--- src/rtl/albm_pkg.sv ---
// Shared types and constants for the ambient light brightness map.
// Holds status codes, register indexes, fixed-point constants and stage controls.
// No dependencies.
`timescale 1ns / 1ps

package albm_pkg;

  // Reading status codes
  localparam logic [1:0] STATUS_VALID      = 2'd0;
  localparam logic [1:0] STATUS_NOT_READY  = 2'd1;
  localparam logic [1:0] STATUS_SATURATION = 2'd2;
  localparam logic [1:0] STATUS_OVERFLOW   = 2'd3;

  // Configuration register indexes
  localparam logic [1:0] REG_MAX_LEVEL        = 2'd0;
  localparam logic [1:0] REG_MIN_LEVEL        = 2'd1;
  localparam logic [1:0] REG_FULL_SCALE_COUNT = 2'd2;

  localparam logic [7:0]  MAX_LEVEL_RESET  = 8'd255;
  localparam logic [7:0]  MIN_LEVEL_RESET  = 8'd30;
  localparam logic [15:0] FULL_SCALE_RESET = 16'd1000;

  localparam logic [15:0] MIN_COUNT  = 16'd10;
  localparam logic [15:0] FULL_COUNT = 16'd65535;

  // ln2 in Q16
  localparam logic signed [16:0] LN2_Q16 = 17'sd45426;

  // (2^18 + 1) / 5: count/5 is the product >> 18, count/10 the product >> 19
  localparam logic [15:0] RECIP_FIFTH = 16'd52429;

  localparam int NUM_STAGES = 7;

  // Load enables for the stages shared by the log2 and window units
  typedef struct packed {
    logic s2;
    logic s3;
    logic s4;
  } stage_load_t;

endpackage

--- src/rtl/albm_log2.sv ---
// Three-stage fixed-point log2 of a 16-bit value, result in Q16.
// Leading-one position plus interpolated fraction table; depends on albm_pkg.
`timescale 1ns / 1ps

module albm_log2 #(
  parameter int LOG_TABLE_ENTRIES = 32
) (
  input  logic                 clk,
  input  albm_pkg::stage_load_t load,
  input  logic [15:0]          value,
  output logic [20:0]          log2_q16
);
  import albm_pkg::*;

  localparam int ROM_AW = $clog2(LOG_TABLE_ENTRIES + 1);
  localparam int POS_W  = 15 + ROM_AW;

  // log2(1 + i/N) in Q16, rounded to nearest; evaluated at elaboration only
  function automatic logic [16:0] frac_log2(input int unsigned i);
    logic [63:0] x;
    logic [63:0] acc;
    if (i >= LOG_TABLE_ENTRIES) begin
      return 17'd65536;
    end
    acc = 64'd0;
    x = (64'd1 << 30) + ((64'(i) << 30) / LOG_TABLE_ENTRIES);
    for (int b = 0; b < 20; b++) begin
      x = (x * x) >> 30;
      acc = acc << 1;
      if (x >= (64'd1 << 31)) begin
        acc = acc | 64'd1;
        x = x >> 1;
      end
    end
    return 17'((acc + 64'd8) >> 4);
  endfunction

  logic [16:0] frac_rom [0:LOG_TABLE_ENTRIES];

  for (genvar g = 0; g <= LOG_TABLE_ENTRIES; g++) begin : g_rom
    assign frac_rom[g] = frac_log2(g);
  end

  // Stage 2: leading one, normalise, scale fraction by table size
  logic [3:0]       msb;
  logic [15:0]      norm;
  logic [POS_W-1:0] pos;
  logic [3:0]       msb_s2;

  always_comb begin
    msb = 4'd0;
    for (int k = 0; k < 16; k++) begin
      if (value[k]) begin
        msb = 4'(k);
      end
    end
    norm = value << (4'd15 - msb);
  end

  always_ff @(posedge clk) begin
    if (load.s2) begin
      pos    <= POS_W'(norm[14:0]) * POS_W'(LOG_TABLE_ENTRIES);
      msb_s2 <= msb;
    end
  end

  // Stage 3: table lookup and interpolation product
  logic [ROM_AW-1:0] idx;
  logic [ROM_AW-1:0] idx_hi;
  logic [14:0]       rem;
  logic [16:0]       lo;
  logic [16:0]       hi;
  logic [16:0]       lo_s3;
  logic [31:0]       prod_s3;
  logic [3:0]        msb_s3;

  assign idx    = pos[POS_W-1:15];
  assign idx_hi = idx + ROM_AW'(1);
  assign rem    = pos[14:0];
  assign lo     = frac_rom[idx];
  assign hi     = frac_rom[idx_hi];

  always_ff @(posedge clk) begin
    if (load.s3) begin
      lo_s3   <= lo;
      prod_s3 <= 32'(hi - lo) * 32'(rem);
      msb_s3  <= msb_s2;
    end
  end

  // Stage 4: integer part plus interpolated fraction
  always_ff @(posedge clk) begin
    if (load.s4) begin
      log2_q16 <= {1'b0, msb_s3, 16'd0} + 21'(lo_s3) + 21'(prod_s3[31:15]);
    end
  end

endmodule

--- src/rtl/albm_window.sv ---
// Three-stage interrupt window: count - count/5 and count + count/10, the latter saturated.
// Divides by reciprocal multiplication; depends on albm_pkg.
`timescale 1ns / 1ps

module albm_window (
  input  logic                 clk,
  input  albm_pkg::stage_load_t load,
  input  logic [15:0]          count,
  output logic [15:0]          low_threshold,
  output logic [15:0]          high_threshold
);
  import albm_pkg::*;

  logic [31:0] recip_prod;
  logic [15:0] count_s2;
  logic [15:0] low_s3;
  logic [16:0] high_sum_s3;

  always_ff @(posedge clk) begin
    if (load.s2) begin
      recip_prod <= 32'(count) * 32'(RECIP_FIFTH);
      count_s2   <= count;
    end
  end

  always_ff @(posedge clk) begin
    if (load.s3) begin
      low_s3      <= count_s2 - 16'(recip_prod[31:18]);
      high_sum_s3 <= 17'(count_s2) + 17'(recip_prod[31:19]);
    end
  end

  // Saturate the upper bound at full count
  always_ff @(posedge clk) begin
    if (load.s4) begin
      low_threshold  <= low_s3;
      high_threshold <= high_sum_s3[16] ? FULL_COUNT : high_sum_s3[15:0];
    end
  end

endmodule

--- src/rtl/ambient_light_brightness_map.sv ---
// Top level of the ambient light brightness map: handshake, stage control,
// log scaling and clamp. Depends on albm_pkg, albm_log2 and albm_window.
// Seven register stages; stage 7 is the output register. Throughput: one reading per
// cycle while result_ready is high; a full stage holds while the stage after it holds.
// Reset clears all stage valid bits and loads the register defaults.
`timescale 1ns / 1ps

module ambient_light_brightness_map #(
  parameter int LOG_TABLE_ENTRIES = 32
) (
  input  logic        clk,
  input  logic        rst,
  input  logic        item_valid,
  output logic        item_ready,
  input  logic [15:0] light_count,
  input  logic [1:0]  reading_status,
  output logic        result_valid,
  input  logic        result_ready,
  output logic        update_valid,
  output logic [7:0]  brightness,
  output logic [15:0] low_threshold,
  output logic [15:0] high_threshold,
  input  logic        cfg_valid,
  output logic        cfg_ready,
  input  logic [1:0]  cfg_index,
  input  logic [15:0] cfg_data
);
  import albm_pkg::*;

  localparam logic signed [47:0] ONE_Q32   = 48'sd1 <<< 32;
  localparam logic signed [47:0] LIMIT_Q32 = 48'sd255 <<< 32;
  localparam logic signed [38:0] BIAS_Q32  = 39'sd1 <<< 32;

  // Configuration registers
  logic [7:0]  max_level;
  logic [7:0]  min_level;
  logic [15:0] full_scale_count;

  assign cfg_ready = 1'b1;

  always_ff @(posedge clk) begin
    if (rst) begin
      max_level        <= MAX_LEVEL_RESET;
      min_level        <= MIN_LEVEL_RESET;
      full_scale_count <= FULL_SCALE_RESET;
    end else if (cfg_valid) begin
      case (cfg_index)
        REG_MAX_LEVEL:        max_level        <= cfg_data[7:0];
        REG_MIN_LEVEL:        min_level        <= cfg_data[7:0];
        REG_FULL_SCALE_COUNT: full_scale_count <= cfg_data;
        default: ;
      endcase
    end
  end

  // Stage control: a stage takes new data when empty or when it is moving on
  logic [NUM_STAGES:1]   valid;
  logic [NUM_STAGES:1]   adv;
  logic [NUM_STAGES-1:1] not_ready;
  stage_load_t           load;

  always_comb begin
    adv[NUM_STAGES] = !valid[NUM_STAGES] || result_ready;
    for (int k = NUM_STAGES - 1; k >= 1; k--) begin
      adv[k] = !valid[k] || adv[k+1];
    end
  end

  assign item_ready = adv[1];
  assign load.s2    = adv[2];
  assign load.s3    = adv[3];
  assign load.s4    = adv[4];

  always_ff @(posedge clk) begin
    if (rst) begin
      valid <= '0;
    end else begin
      if (adv[1]) begin
        valid[1] <= item_valid;
      end
      for (int k = 2; k <= NUM_STAGES; k++) begin
        if (adv[k]) begin
          valid[k] <= valid[k-1];
        end
      end
    end
  end

  // Not-ready flag travels with each transaction
  always_ff @(posedge clk) begin
    if (adv[1]) begin
      not_ready[1] <= (reading_status == STATUS_NOT_READY);
    end
    for (int k = 2; k < NUM_STAGES; k++) begin
      if (adv[k]) begin
        not_ready[k] <= not_ready[k-1];
      end
    end
  end

  // Stage 1: force full scale, raise small counts, guard a zero full scale
  logic [15:0] count_s1;
  logic [15:0] fs_s1;

  always_ff @(posedge clk) begin
    if (adv[1]) begin
      if (reading_status inside {STATUS_SATURATION, STATUS_OVERFLOW}) begin
        count_s1 <= FULL_COUNT;
      end else if (light_count < MIN_COUNT) begin
        count_s1 <= MIN_COUNT;
      end else begin
        count_s1 <= light_count;
      end
      fs_s1 <= (full_scale_count == 16'd0) ? 16'd1 : full_scale_count;
    end
  end

  // Stages 2 to 4
  logic [20:0] log_count_s4;
  logic [20:0] log_fs_s4;
  logic [15:0] low_s4;
  logic [15:0] high_s4;

  albm_log2 #(.LOG_TABLE_ENTRIES(LOG_TABLE_ENTRIES)) u_log_count (
    .clk      (clk),
    .load     (load),
    .value    (count_s1),
    .log2_q16 (log_count_s4)
  );

  albm_log2 #(.LOG_TABLE_ENTRIES(LOG_TABLE_ENTRIES)) u_log_fs (
    .clk      (clk),
    .load     (load),
    .value    (fs_s1),
    .log2_q16 (log_fs_s4)
  );

  albm_window u_window (
    .clk            (clk),
    .load           (load),
    .count          (count_s1),
    .low_threshold  (low_s4),
    .high_threshold (high_s4)
  );

  // Stage 5: natural log of the count to full scale ratio, plus one, in Q32
  logic signed [21:0] log_diff;
  logic signed [38:0] ln_s5;
  logic [15:0]        low_s5;
  logic [15:0]        high_s5;

  assign log_diff = $signed({1'b0, log_count_s4}) - $signed({1'b0, log_fs_s4});

  always_ff @(posedge clk) begin
    if (adv[5]) begin
      ln_s5   <= log_diff * LN2_Q16 + BIAS_Q32;
      low_s5  <= low_s4;
      high_s5 <= high_s4;
    end
  end

  // Stage 6: scale by the level span and add the offset
  logic signed [8:0]  slope;
  logic signed [47:0] min_term;
  logic signed [47:0] level_s6;
  logic [15:0]        low_s6;
  logic [15:0]        high_s6;

  assign slope    = $signed({1'b0, max_level}) - $signed({1'b0, min_level});
  assign min_term = $signed({8'd0, min_level, 32'd0});

  always_ff @(posedge clk) begin
    if (adv[6]) begin
      level_s6 <= ln_s5 * slope + min_term;
      low_s6   <= low_s5;
      high_s6  <= high_s5;
    end
  end

  // Stage 7: truncate and clamp into the output register, or zero a not-ready result
  logic [7:0] level_clamped;

  always_comb begin
    if (level_s6 < ONE_Q32) begin
      level_clamped = 8'd1;
    end else if (level_s6 >= LIMIT_Q32) begin
      level_clamped = 8'd255;
    end else begin
      level_clamped = level_s6[39:32];
    end
  end

  always_ff @(posedge clk) begin
    if (adv[NUM_STAGES]) begin
      if (not_ready[NUM_STAGES-1]) begin
        update_valid   <= 1'b0;
        brightness     <= 8'd0;
        low_threshold  <= 16'd0;
        high_threshold <= 16'd0;
      end else begin
        update_valid   <= 1'b1;
        brightness     <= level_clamped;
        low_threshold  <= low_s6;
        high_threshold <= high_s6;
      end
    end
  end

  assign result_valid = valid[NUM_STAGES];

endmodule

--- config.mk ---
export PLATFORM = sky130hd
export DESIGN_NAME = ambient_light_brightness_map
export DESIGN_NICKNAME = d
export VERILOG_FILES = /design/src/rtl/albm_pkg.sv /design/src/rtl/albm_log2.sv /design/src/rtl/albm_window.sv /design/src/rtl/ambient_light_brightness_map.sv
export SDC_FILE = /design/constraint.sdc
export NUM_CORES = 2
export LEC_CHECK = 0
export ABC_AREA = 1
export BUFFER_PORTS_ARGS = -buffer_cell sky130_fd_sc_hd__clkbuf_2
export CELL_PAD_IN_SITES_DETAIL_PLACEMENT = 0
export CELL_PAD_IN_SITES_GLOBAL_PLACEMENT = 1
export CORE_MARGIN = 2
export CORE_UTILIZATION = 46
export DETAILED_ROUTE_END_ITERATION = 7
export PLACE_DENSITY = 0.84
export SLEW_MARGIN = 20
export SYNTH_ARGS = -nofsm -noshare
export SYNTH_HDL_FRONTEND = slang
export SYNTH_SLANG_ARGS = --single-unit
--- constraint.sdc ---
create_clock -name clk -period 14 [get_ports clk]
set_clock_uncertainty 0.2 [all_clocks]
set_input_delay 2.8 -clock clk [delete_from_list [all_inputs] [get_ports clk]]
set_output_delay 2.8 -clock clk [all_outputs]
set_load 0.02 [all_outputs]
==> results.md <==
* Status: finished, final reports clean
* Post-synthesis xor/xnor area fraction at 3.25%
* PortBufs at 83
* Largest net degree at the start of global routing at 75
* CTS resizes at 0
* Site Rows at 132
* Post-synthesis compound-gate area fraction at 8.14%
* Flop2flop setup slack at 4070 ps
* Bufs and invs on worst path at 5
* Worst hold endpoint: u_window.low_threshold[1]$_DFFE_PP_
* Ys async rst share at 0%
* Total number of vias at 44,800
* # fillers at 12,300
* CP required at 14,140 ps
* Crit-path max cell delay at 830 ps
* DRC viols at 0
* Final Hold Fails at 0
* Measured slew at the worst slew-check pin at 1040 ps
* Most common cell after layout, fill and taps aside: inv_1
* # clock sinks at 485
* Clock root cell: clkbuf_16
* Worst R2R Path Depth at 41
* Fmax at 101 MHz
* Drt via density at 5.19
* Final wirelength at 150,000 µm
* Delay-heaviest family, CP: adder cells
* Hpwl dp at 125,000 µm
* ANT nets after route at 0
* Initial Utilization at 46.4%
* Setup TNS at 0 ps
* GRT Total Usage at 22.4%
* Setup crit end kind: flip-flop
* Pre-antenna DRT Iters at 6
* Area delta synth->final at 6.58%
* Routability Congestion at 0.935
* Critical Path Most Common Cell: nand2_1
* Synth area leaders: fa_1, edfxtp_1, ha_1
* Footprint of the multi-input gates at 0.0397 mm²
* Hold crit path type: reg -> reg
* Post-synth net total at 8,305
* Main combinational cell family by area after synthesis: adder cells
* Vias in the first global route at 45,600
* DP Area at 0.0625 mm²
* Top-level port count at 85
* CTS max path bufs at 3
* CTS Buf Count at 51
* Iter 0 DRT Violations at 3,054
* Synthesis-stage register bit count at 485
* Worst hold stages at 0
* Adder-cell share of the synthesized area at 39.6%
* Die height at 366 µm
* Skew-Pair Late Insertion Delay at 630 ps
* Remaining global-route overflow at 0
* Post-Syn Instances at 6,839
* R2r endpoint: u_log_count.prod_s3[31]$_DFFE_PP_
* Hold Buf Count CTS at 0
* Synth top area share at 26.6%
* Top FF cell, synth: edfxtp_1
* Synth Area in Simple Gates at 15.0%
* Library cells used by synthesis at 67
* Seq/Total Area, Yosys at 23.5%
* Finish-stage setup viols at 0
* Rel. slew slack at 30.9%
* Worst EP arrival at 10,070 ps
* Hold Crit Start: u_window.low_s3[1]$_DFFE_PP_
* Min Tclk post-route at 9930 ps
* WL/cell at 17.3 µm
* Nets at 8,323
* Antenna violations before repair at 3
* Cell area after layout at 0.0642 mm²
* Largest fanout on the critical path at 30
* First-pass GRT wire length at 243,000 µm
* Core area at 0.130 mm²
* Register area at 0.0142 mm²
* Min Hold Slack at 216 ps
* Htree depth at 2
* Buffer count from post-CTS setup fixing at 0
* Share of post-route cells with drive strength above 1 at 4.74%
* Cell Area, Synth at 0.0603 mm²
* Worst setup SP type: flip-flop
* Worst r2r src: u_log_count.pos[17]$_DFFE_PP_
* Post-synth top area cell: fa_1
* EDFF count, synth at 446
* Mean Syn Cell Area at 8.81 µm²
* RSZ-0062 raised after global routing: false
* CTS tree: built
* Crit-path slowest cell: edfxtp_1
* Final Max Tran Viols at 0
* Mux share of post-synthesis cell area at 0%
* Fin crit share at 70.9%
* Commonest non-fill, non-tap cells in the layout: inv_1, nand2_1, fa_1, ha_1, nor2_1
* Die ar. at 0.134 mm²
* CTS clk-pin slew, worst paths at 60 ps
* Critical path class: reg -> reg
* Die X-Extent at 366 µm
* Max-cap violations at 0
* Synth Warn # at 0
-- state kept, by name (all words and copies together), names as in the netlist, 17 cells and up --
| name | cells |
|---|---|
| ln_s5 | 38 |
| u_log_count.log2_q16 | 21 |
| u_log_count.prod_s3 | 17 |
| u_log_fs.log2_q16 | 21 |
| u_log_fs.prod_s3 | 17 |
| u_window.high_sum_s3 | 17 |
-- worst reg2reg max path, delay by kind of cell, from the launching register on --
| family | cells | cell delay, ps |
|---|---|---|
| AO/OA/AOI/OAI | 8 | 1590 |
| XOR/XNOR | 1 | 160 |
| adder cells (fa/ha/maj) | 9 | 3840 |
| buffers and inverters | 5 | 720 |
| flip-flops | 1 | 830 |
| AND/OR/NAND/NOR | 18 | 2330 |
-- synthesized netlist by cell type (19+ instances only) --
library cell and n:
nand3_1 265, o21ai_0 225, buf_2 27, a31oi_1 34, o21a_1 20, edfxtp_1 446
fa_1 800, nand2_2 19, inv_1 1509, nor3_1 51, o211ai_1 35, a21o_1 24
nand4_1 38, xor2_1 158, clkbuf_1 104, a21oi_1 378, xnor2_1 60, dfxtp_1 39
nor2_1 619, ha_1 625, nor4_1 23, nand2_1 1105, or2_2 39
-- stage by stage --
stage / cells / setup WS, ps / utilization [%]
global route: 8643 / 3250 / 49.5
global placement: 8546 / 4420 / 48.1
detailed placement: 8546 / 4170 / 48.1
floorplan: 6839 / 534 / -
CTS: 8642 / 4150 / 49.5
finish: 8643 / 4070 / 49.5
-- layout make-up --
cell class	count	area share, %
inverters	1527	8.93
multi-input cells	4681	61.9
well taps	1742	3.39
flip-flops and latches	485	22.1
clock inverters	34	0.623
clock buffers	62	2.13
diodes	1	0.00390
repair buffers	111	0.974
-- layer usage --
| layer | vias up | wire (µm) | global-route usage (%) |
|---|---|---|---|
| met3 | 211 | 7720 | 2.29 |
| met2 | 1153 | 71700 | 37.9 |
| met1 | 21900 | 66500 | 30.9 |
| li1 | 21600 | - | - |
| met5 | - | 7 | 0 |
| met4 | 2 | 3920 | 5.75 |
-- worst max path at each step --
stage | start | end | slack (ps) | cells past startpoint
after floorplan | result_ready | item_ready | 530 | 12
after global placement | u_log_count.pos[17]$_DFFE_PP_ | u_log_count.prod_s3[27]$_DFFE_PP_ | 4420 | 40
after detailed placement | u_log_count.pos[17]$_DFFE_PP_ | u_log_count.prod_s3[31]$_DFFE_PP_ | 4170 | 41
after CTS | u_log_count.pos[17]$_DFFE_PP_ | u_log_count.prod_s3[31]$_DFFE_PP_ | 4150 | 41
after global routing | u_log_count.pos[17]$_DFFE_PP_ | u_log_count.prod_s3[26]$_DFFE_PP_ | 3250 | 42
final | u_log_count.pos[17]$_DFFE_PP_ | u_log_count.prod_s3[31]$_DFFE_PP_ | 4070 | 41
-- cell families after synthesis --
logic type / Yosys count
and+or+nand+nor: 2186
DFF: 485
adders and majority gates: 1425
AOI/OAI and AO/OA: 848
other: 1
buffers and inverters: 1673
xor gates and xnor gates: 221
Power is left out: the tool's default activity adds up to more than one toggle a clock period on the data nets, which glitch-free logic cannot reach.
